<file path="src/hdl/u8san_pkg.sv">
package u8san_pkg;

    // Depth of the job queue between the front and the back.
    localparam int QUEUE_DEPTH = 2;

    // Byte classes.
    localparam logic [7:0] ASCII_LIMIT   = 8'h80;
    localparam logic [7:0] LEAD2_MASK    = 8'hE0;
    localparam logic [7:0] LEAD2_CODE    = 8'hC0;
    localparam logic [7:0] LEAD3_MASK    = 8'hF0;
    localparam logic [7:0] LEAD3_CODE    = 8'hE0;
    localparam logic [7:0] LEAD4_MASK    = 8'hF8;
    localparam logic [7:0] LEAD4_CODE    = 8'hF0;
    localparam logic [1:0] CONT_TAG      = 2'b10;

    // Code point limits.
    localparam logic [20:0] MIN_CP2      = 21'h00080;
    localparam logic [20:0] MIN_CP3      = 21'h00800;
    localparam logic [20:0] MIN_CP4      = 21'h10000;
    localparam logic [20:0] MAX_CP       = 21'h10FFFF;
    localparam logic [20:0] SURR_LOW     = 21'h0D800;
    localparam logic [20:0] SURR_HIGH    = 21'h0DFFF;

    // Sequence lengths.
    localparam logic [2:0] SEQ_LEN2      = 3'd2;
    localparam logic [2:0] SEQ_LEN3      = 3'd3;
    localparam logic [2:0] SEQ_LEN4      = 3'd4;

    // Bytes of the replacement character U+FFFD.
    localparam logic [7:0] REP_BYTE0     = 8'hEF;
    localparam logic [7:0] REP_BYTE1     = 8'hBF;
    localparam logic [7:0] REP_BYTE2     = 8'hBD;
    localparam logic [1:0] REP_LAST_IDX  = 2'd2;

    // One output unit: either a raw byte or one whole replacement character.
    typedef struct packed {
        logic [7:0] data;
        logic       rep;
    } unit_t;

    // Work for one input item: up to four units in order.
    typedef struct packed {
        unit_t [3:0] units;
        logic [2:0]  count;
        logic        line_end;
    } job_t;

    // Queue status seen by the front and the back.
    typedef struct packed {
        logic empty;
        logic full;
    } q_status_t;

    function automatic unit_t raw_unit(input logic [7:0] b);
        unit_t u;
        u.data = b;
        u.rep  = 1'b0;
        return u;
    endfunction

    function automatic unit_t rep_unit();
        unit_t u;
        u.data = 8'h00;
        u.rep  = 1'b1;
        return u;
    endfunction

    function automatic logic [7:0] rep_byte(input logic [1:0] idx);
        logic [7:0] b;
        case (idx)
            2'd0:    b = REP_BYTE0;
            2'd1:    b = REP_BYTE1;
            default: b = REP_BYTE2;
        endcase
        return b;
    endfunction

endpackage

</file>
<file path="src/hdl/u8san_front.sv">
module u8san_front
    import u8san_pkg::*;
(
    input  logic       clk,
    input  logic       rst_n,
    input  logic       accept,
    input  logic [7:0] in_byte,
    input  logic       byte_present,
    input  logic       line_end,
    output job_t       job,
    output logic       push
);

    logic [7:0]  held_reg [3];
    logic [7:0]  held_next [3];
    logic [1:0]  held_count_reg, held_count_next;
    logic [2:0]  exp_len_reg, exp_len_next;
    logic [20:0] acc_reg, acc_next;

    // Classify the item against the held sequence and build its job.
    always_comb
    begin
        logic [2:0]  k;
        logic        done;
        logic        ok;
        logic [20:0] minimum;
        unit_t [3:0] units;

        held_count_next = held_count_reg;
        exp_len_next    = exp_len_reg;
        acc_next        = acc_reg;
        for (int i = 0; i < 3; i++)
        begin
            held_next[i] = held_reg[i];
        end
        k       = 3'd0;
        done    = 1'b0;
        ok      = 1'b0;
        minimum = MIN_CP4;
        units   = '0;

        if (byte_present)
        begin
            if (held_count_next != 2'd0)
            begin
                if (in_byte[7:6] == CONT_TAG)
                begin
                    acc_next = {acc_next[14:0], in_byte[5:0]};
                    if (({1'b0, held_count_next} + 3'd1) >= exp_len_next)
                    begin
                        // Sequence complete: copy it out or replace each byte.
                        case (exp_len_next)
                            SEQ_LEN2: minimum = MIN_CP2;
                            SEQ_LEN3: minimum = MIN_CP3;
                            default:  minimum = MIN_CP4;
                        endcase
                        ok = (acc_next >= minimum) && (acc_next <= MAX_CP) &&
                             !((acc_next >= SURR_LOW) && (acc_next <= SURR_HIGH));
                        for (int i = 0; i < 3; i++)
                        begin
                            if (held_count_next > 2'(i))
                            begin
                                units[k[1:0]] = ok ? raw_unit(held_reg[i]) : rep_unit();
                                k = k + 3'd1;
                            end
                        end
                        units[k[1:0]] = ok ? raw_unit(in_byte) : rep_unit();
                        k = k + 3'd1;
                        held_count_next = 2'd0;
                        exp_len_next    = 3'd0;
                        acc_next        = '0;
                    end
                    else
                    begin
                        held_next[held_count_next] = in_byte;
                        held_count_next = held_count_next + 2'd1;
                    end
                    done = 1'b1;
                end
                else
                begin
                    // Broken sequence: every held byte becomes a replacement.
                    for (int i = 0; i < 3; i++)
                    begin
                        if (held_count_next > 2'(i))
                        begin
                            units[k[1:0]] = rep_unit();
                            k = k + 3'd1;
                        end
                    end
                    held_count_next = 2'd0;
                    exp_len_next    = 3'd0;
                    acc_next        = '0;
                end
            end

            // Fresh byte: pass ASCII, hold a lead, replace anything else.
            if (!done)
            begin
                if (in_byte < ASCII_LIMIT)
                begin
                    units[k[1:0]] = raw_unit(in_byte);
                    k = k + 3'd1;
                end
                else if ((in_byte & LEAD2_MASK) == LEAD2_CODE)
                begin
                    held_next[0]    = in_byte;
                    held_count_next = 2'd1;
                    exp_len_next    = SEQ_LEN2;
                    acc_next        = {16'd0, in_byte[4:0]};
                end
                else if ((in_byte & LEAD3_MASK) == LEAD3_CODE)
                begin
                    held_next[0]    = in_byte;
                    held_count_next = 2'd1;
                    exp_len_next    = SEQ_LEN3;
                    acc_next        = {17'd0, in_byte[3:0]};
                end
                else if ((in_byte & LEAD4_MASK) == LEAD4_CODE)
                begin
                    held_next[0]    = in_byte;
                    held_count_next = 2'd1;
                    exp_len_next    = SEQ_LEN4;
                    acc_next        = {18'd0, in_byte[2:0]};
                end
                else
                begin
                    units[k[1:0]] = rep_unit();
                    k = k + 3'd1;
                end
            end
        end

        // Line end flushes whatever is still held.
        if (line_end)
        begin
            for (int i = 0; i < 3; i++)
            begin
                if (held_count_next > 2'(i))
                begin
                    units[k[1:0]] = rep_unit();
                    k = k + 3'd1;
                end
            end
            held_count_next = 2'd0;
            exp_len_next    = 3'd0;
            acc_next        = '0;
        end

        job.units    = units;
        job.count    = k;
        job.line_end = line_end;
    end

    assign push = accept && (job.count != 3'd0);

    // Sequence control state.
    always_ff @(posedge clk or negedge rst_n)
    begin
        if (!rst_n)
        begin
            held_count_reg <= 2'd0;
            exp_len_reg    <= 3'd0;
            acc_reg        <= '0;
        end
        else if (accept)
        begin
            held_count_reg <= held_count_next;
            exp_len_reg    <= exp_len_next;
            acc_reg        <= acc_next;
        end
    end

    // Held bytes carry no reset; only entries below the count are read.
    always_ff @(posedge clk)
    begin
        if (accept)
        begin
            for (int i = 0; i < 3; i++)
            begin
                held_reg[i] <= held_next[i];
            end
        end
    end

endmodule

</file>
<file path="src/hdl/u8san_queue.sv">
module u8san_queue
    import u8san_pkg::*;
#(
    parameter int DEPTH = QUEUE_DEPTH
)
(
    input  logic      clk,
    input  logic      rst_n,
    input  logic      push,
    input  job_t      push_job,
    input  logic      pop,
    output job_t      head_job,
    output q_status_t status
);

    localparam int PW = (DEPTH > 1) ? $clog2(DEPTH) : 1;
    localparam int CW = $clog2(DEPTH + 1);

    job_t            q_reg [DEPTH];
    logic [PW-1:0]   wr_ptr_reg, wr_ptr_next;
    logic [PW-1:0]   rd_ptr_reg, rd_ptr_next;
    logic [CW-1:0]   cnt_reg, cnt_next;

    assign status.empty = (cnt_reg == '0);
    assign status.full  = (cnt_reg == CW'(DEPTH));
    assign head_job     = q_reg[rd_ptr_reg];

    // Pointer and fill count update.
    always_comb
    begin
        wr_ptr_next = wr_ptr_reg;
        rd_ptr_next = rd_ptr_reg;
        cnt_next    = cnt_reg;
        if (push)
        begin
            wr_ptr_next = (wr_ptr_reg == PW'(DEPTH - 1)) ? '0 : wr_ptr_reg + PW'(1);
        end
        if (pop)
        begin
            rd_ptr_next = (rd_ptr_reg == PW'(DEPTH - 1)) ? '0 : rd_ptr_reg + PW'(1);
        end
        if (push && !pop)
        begin
            cnt_next = cnt_reg + CW'(1);
        end
        else if (pop && !push)
        begin
            cnt_next = cnt_reg - CW'(1);
        end
    end

    always_ff @(posedge clk or negedge rst_n)
    begin
        if (!rst_n)
        begin
            wr_ptr_reg <= '0;
            rd_ptr_reg <= '0;
            cnt_reg    <= '0;
        end
        else
        begin
            wr_ptr_reg <= wr_ptr_next;
            rd_ptr_reg <= rd_ptr_next;
            cnt_reg    <= cnt_next;
        end
    end

    // Job storage.
    always_ff @(posedge clk)
    begin
        if (push)
        begin
            q_reg[wr_ptr_reg] <= push_job;
        end
    end

endmodule

</file>
<file path="src/hdl/u8san_back.sv">
module u8san_back
    import u8san_pkg::*;
(
    input  logic       clk,
    input  logic       rst_n,
    input  job_t       head_job,
    input  q_status_t  status,
    output logic       pop,
    output logic       out_valid,
    input  logic       out_stall,
    output logic [7:0] out_byte,
    output logic       is_replacement,
    output logic       run_last,
    output logic       line_last
);

    logic [1:0] unit_idx_reg, unit_idx_next;
    logic [1:0] sub_idx_reg, sub_idx_next;
    logic       valid_reg, valid_next;
    logic [7:0] byte_reg, byte_next;
    logic       rep_reg, rep_next;
    logic       run_last_reg, run_last_next;
    logic       line_last_reg, line_last_next;
    logic       load;
    logic       unit_last;
    logic       job_last;
    unit_t      cur_unit;

    // The output register takes a new byte when it is empty or being drained.
    assign load      = !status.empty && (!valid_reg || !out_stall);
    assign cur_unit  = head_job.units[unit_idx_reg];
    assign unit_last = !cur_unit.rep || (sub_idx_reg == REP_LAST_IDX);
    assign job_last  = unit_last && (({1'b0, unit_idx_reg} + 3'd1) == head_job.count);
    assign pop       = load && job_last;

    // Next output byte and position within the job.
    always_comb
    begin
        unit_idx_next  = unit_idx_reg;
        sub_idx_next   = sub_idx_reg;
        valid_next     = valid_reg && out_stall;
        byte_next      = byte_reg;
        rep_next       = rep_reg;
        run_last_next  = run_last_reg;
        line_last_next = line_last_reg;
        if (load)
        begin
            valid_next     = 1'b1;
            byte_next      = cur_unit.rep ? rep_byte(sub_idx_reg) : cur_unit.data;
            rep_next       = cur_unit.rep;
            run_last_next  = job_last;
            line_last_next = job_last && head_job.line_end;
            if (unit_last)
            begin
                sub_idx_next  = 2'd0;
                unit_idx_next = job_last ? 2'd0 : unit_idx_reg + 2'd1;
            end
            else
            begin
                sub_idx_next = sub_idx_reg + 2'd1;
            end
        end
    end

    always_ff @(posedge clk or negedge rst_n)
    begin
        if (!rst_n)
        begin
            unit_idx_reg <= 2'd0;
            sub_idx_reg  <= 2'd0;
            valid_reg    <= 1'b0;
        end
        else
        begin
            unit_idx_reg <= unit_idx_next;
            sub_idx_reg  <= sub_idx_next;
            valid_reg    <= valid_next;
        end
    end

    // Output payload.
    always_ff @(posedge clk)
    begin
        byte_reg      <= byte_next;
        rep_reg       <= rep_next;
        run_last_reg  <= run_last_next;
        line_last_reg <= line_last_next;
    end

    assign out_valid      = valid_reg;
    assign out_byte       = byte_reg;
    assign is_replacement = rep_reg;
    assign run_last       = run_last_reg;
    assign line_last      = line_last_reg;

endmodule

</file>
<file path="src/hdl/utf8_sanitizer.sv">
// Path: with the queue empty, an item's job is written into the job queue and then
// its first byte into the output register, from which it is offered.
// Throughput: one input item per cycle while each item yields at most one byte and
// the output does not stall; an item yielding more bytes (up to 12) holds the single
// output register until they have left; a two-job queue lets input run ahead meanwhile.
// Reset: queue, output valid and sequence state are cleared; held bytes are not.
module utf8_sanitizer
    import u8san_pkg::*;
#(
    parameter int QDEPTH = QUEUE_DEPTH
)
(
    input  logic       clk,
    input  logic       rst_n,
    input  logic       in_valid,
    output logic       in_stall,
    input  logic [7:0] in_byte,
    input  logic       byte_present,
    input  logic       line_end,
    output logic       out_valid,
    input  logic       out_stall,
    output logic [7:0] out_byte,
    output logic       is_replacement,
    output logic       run_last,
    output logic       line_last
);

    job_t      front_job;
    job_t      head_job;
    q_status_t q_status;
    logic      push;
    logic      pop;
    logic      accept;

    // Input transfers stop only when the job queue is full.
    assign in_stall = q_status.full;
    assign accept   = in_valid && !in_stall;

    u8san_front u_front (
        .clk          (clk),
        .rst_n        (rst_n),
        .accept       (accept),
        .in_byte      (in_byte),
        .byte_present (byte_present),
        .line_end     (line_end),
        .job          (front_job),
        .push         (push)
    );

    u8san_queue #(
        .DEPTH (QDEPTH)
    ) u_queue (
        .clk      (clk),
        .rst_n    (rst_n),
        .push     (push),
        .push_job (front_job),
        .pop      (pop),
        .head_job (head_job),
        .status   (q_status)
    );

    u8san_back u_back (
        .clk            (clk),
        .rst_n          (rst_n),
        .head_job       (head_job),
        .status         (q_status),
        .pop            (pop),
        .out_valid      (out_valid),
        .out_stall      (out_stall),
        .out_byte       (out_byte),
        .is_replacement (is_replacement),
        .run_last       (run_last),
        .line_last      (line_last)
    );

endmodule

</file>
<file path="config.mk">
export PLATFORM = sky130hd
export DESIGN_NAME = utf8_sanitizer
export DESIGN_NICKNAME = d
export VERILOG_FILES = /design/src/hdl/u8san_pkg.sv /design/src/hdl/u8san_front.sv /design/src/hdl/u8san_queue.sv /design/src/hdl/u8san_back.sv /design/src/hdl/utf8_sanitizer.sv
export SDC_FILE = /design/constraint.sdc
export NUM_CORES = 1
export LEC_CHECK = 0
export BUFFER_PORTS_ARGS = -buffer_cell sky130_fd_sc_hd__buf_2
export CAP_MARGIN = 20
export CORE_UTILIZATION = 45
export DETAILED_ROUTE_END_ITERATION = 6
export GPL_ROUTABILITY_DRIVEN = 0
export PLACE_DENSITY = 0.74
export SKIP_CTS_REPAIR_TIMING = 1
export SLEW_MARGIN = 10
export SYNTH_ARGS = -nofsm -noshare
export SYNTH_HDL_FRONTEND = slang
export SYNTH_HIERARCHICAL = 1
export SYNTH_SLANG_ARGS = --single-unit
</file>
<file path="constraint.sdc">
create_clock -name clk -period 7.5 [get_ports clk]
set_input_delay 1.5 -clock clk [delete_from_list [all_inputs] [get_ports clk]]
set_output_delay 1.5 -clock clk [all_outputs]
set_load 0.01 [all_outputs]
</file>
==> impl_results.md <==
* Post-Synthesis Cells at between 500 and 600
* Seq. cell area at between 4000 and 5000 µm²
* Setup Skew at ~0.0067 ns
* Max Freq at 152 MHz
* Total of max-cap violations at 0
* Clk buf depth at 2
* Non-Filler Instances at ~850
* Inst Count DP at roughly 800
* Crit share post-route at 0.880
* Fin. max-slew vios at 0
* Synth-to-Final Area Change at 11.0%
* Die Ht at about 130 µm
* Syn_area_per_cell at ~13 µm²
* Post-synthesis sequential area ratio at 0.538
* DRT Pass-1 Iters at 6
* TritonCTS clock tree: built
* WP data required at roughly 7.6 ns
* Drc violations at 0
* H-tree Lvls at 4
* Reg2reg setup slack at roughly 0.9 ns
* Final min period at ~6.6 ns
* Die area at 17800 µm²
* Post-route ant nets at 0
* Post-Syn Area at slightly below 8000 µm²
* Vias in the first global route at slightly below 5k
* Width of the die at 133 µm
* Root Buffer: clkbuf_16
* Average wire per standard cell at between 15 and 20 µm
* IO Pins at 27
* #FFs+latches synth at 144
* Count of final hold-check violations at 0
* EDFF count, synth at 115
* CTS buffer count at 17
* Remaining Overflow, GRT at 0
* Multi-input logic area at approximately 3300 µm²
* CTS Sinks at between 100 and 150
* Worst Path Arrival at around 6.7 ns
* Antenna diodes at 0
* Share of cells above drive strength 1 at 0.217
* WS Path Type: reg -> reg
* Critical path launch point type: flip-flop
* Fin nets at around 670
* RSZ-0062 raised after global routing: no
* Setup WS pre-CTS at around 0.68 ns
* PwrDens at between 300 and 400 nW/µm²
* Clock Latency Late Sink at 0.42 ns
* Core box area at roughly 17000 µm²
* Tot GR Track Use at 0.185
* Count of buffers from port buffering at 26
* Worst hold slack at 0.499 ns
* 1st-iter DRT viols at 390
* Status: finished, final reports clean
* Setup TNS at 0 ns
* Max FO, Critical Path at 40
* Synth warnings at 6
* Largest net degree at the start of global routing at 42
* Async SR Flop Fraction at 0.201
* Yosys cell types at between 70 and 80
* Vias at 5009
* Worst slew margin at 0.288
* Routed WL at between 15000 and 20000 µm
* Syn Nets at 642
* Most common flop cell mapped by yosys: edfxtp_1
* Setup-failing EPs final at 0
* Starting Density at 0.465
* Clock-pin transition on the worst setup and hold timing paths at around 0.060 ns
* Initial antenna violation count at 0
* Crit end category: flip-flop
* # rows at 47
* First-pass GRT wire length at 25300 µm
* Crit path setup slack, layout at ~0.9 ns
* Drt via density at just under 6
* Max rail drop VDD at approximately 0.17 mV
* Hold WC Path Type: reg -> reg
* Fillcell total at 1403
* Leakage at ~3.3 nW
* Dpl hpwl at ~11000 µm
* Worst slew pin tran at ~1.1 ns
==> per-layer routing <==
metal / track usage / share of wire / vias to the layer above
met5: 0 / 0 / -
met4: 0.0707 / 0.021 / 0
met3: 0.0396 / 0.060 / 34
met2: 0.285 / 0.47 / 203
met1: 0.255 / 0.45 / 2466
li1: - / - / 2306
==> cell families after synthesis <==
group                    after synthesis  share of synthesized area
AND/OR/NAND/NOR                      171                      0.116
buffers and inverters                 48                     0.0364
adder cells (fa/ha/maj)               34                     0.0548
multiplexers                          58                      0.117
XOR/XNOR                              16                     0.0190
flip-flops                           144                      0.538
AO/OA/AOI/OAI                        123                      0.118
==> worst max-delay path, cell delays in order, from the launching register on <==
cell and delay [ns]:
dfrtp_1 0.50, inv_1 0.19, ha_1 0.38, ha_1 0.29
nand2_1 0.05, o21ai_0 0.14, buf_4 0.20, a21oi_1 0.11
nor3_1 0.36, ha_1 0.31, nand3b_1 0.17, o41a_1 0.22
ha_1 0.38, o21a_1 0.24, ha_1 0.33, nand2_1 0.09
o21ai_0 0.12, ha_1 0.27, or3b_2 0.46, a31oi_1 0.23
o21ai_0 0.10, or4b_1 0.19, o311a_1 0.25, nor2b_4 0.16
buf_4 0.44
==> cell usage after synthesis, types with 7 or more instances <==
cell type | instances | share of area
edfxtp_1 | 115 | 0.44
nor2_1 | 50 | 0.024
mux2_4 | 40 | 0.077
nand2_1 | 37 | 0.018
ha_1 | 34 | 0.055
a22o_1 | 31 | 0.035
dfrtp_1 | 29 | 0.093
inv_1 | 23 | 0.011
a21oi_1 | 20 | 0.013
o21ai_0 | 20 | 0.013
nand3_1 | 14 | 0.0090
a22oi_1 | 10 | 0.0097
clkbuf_1 | 10 | 0.0048
nor2b_1 | 10 | 0.0081
xor2_1 | 9 | 0.010
nand2b_1 | 8 | 0.0064
mux4_2 | 7 | 0.020
==> stage by stage <==
step	power [mW]	instance area, µm²	util
2_1_floorplan	1.86	7770	-
3_3_place_gp	1.97	8020	0.480
3_5_place_dp	2.00	8020	0.480
4_1_cts	2.85	8620	0.516
5_1_grt	2.98	8620	0.516
6_report	2.84	8620	0.516
==> report_power, final <==
part / internal (mW) / switching [mW] / leakage, nW
registers: 1.04 / 0.0794 / 1.45
logic: 0.424 / 0.453 / 1.59
clock network: 0.500 / 0.347 / 0.289
total: 1.96 / 0.879 / 3.33
==> cells in the final DEF, fill, tap and decap left out, drive strengths merged, types with 17 or more instances in the layout <==
cell / n
clkbuf: 17
inv: 30
mux2: 46
dfrtp: 29
buf: 31
nand2: 37
a21oi: 21
a22o: 31
edfxtp: 115
ha: 34
o21ai: 22
nor2: 50
==> worst paths after layout <==
check,from,endpoint,cells past startpoint
worst max register to register,u_front/held_count_reg[0],u_queue/q_reg[0][27],24
min in group asynchronous,rst_n,u_front/held_count_reg[1],1
max in group asynchronous,rst_n,u_queue/rd_ptr_reg,1
worst min register to register,u_queue/cnt_reg[1],u_queue/cnt_reg[1],1
worst min-delay path,u_queue/cnt_reg[1],u_queue/cnt_reg[1],1
worst max-delay path,u_front/held_count_reg[0],u_queue/q_reg[0][27],24
==> final cells by class <==
cell class	count	share of cell area
sequential	144	0.485
clock inverter	15	0.0200
tap	220	0.0319
multi-input combinational	402	0.384
inverter	23	0.0100
timing repair buffer	31	0.0195
clock buffer	17	0.0494
Note: power is estimated with default switching activity, not from simulation.
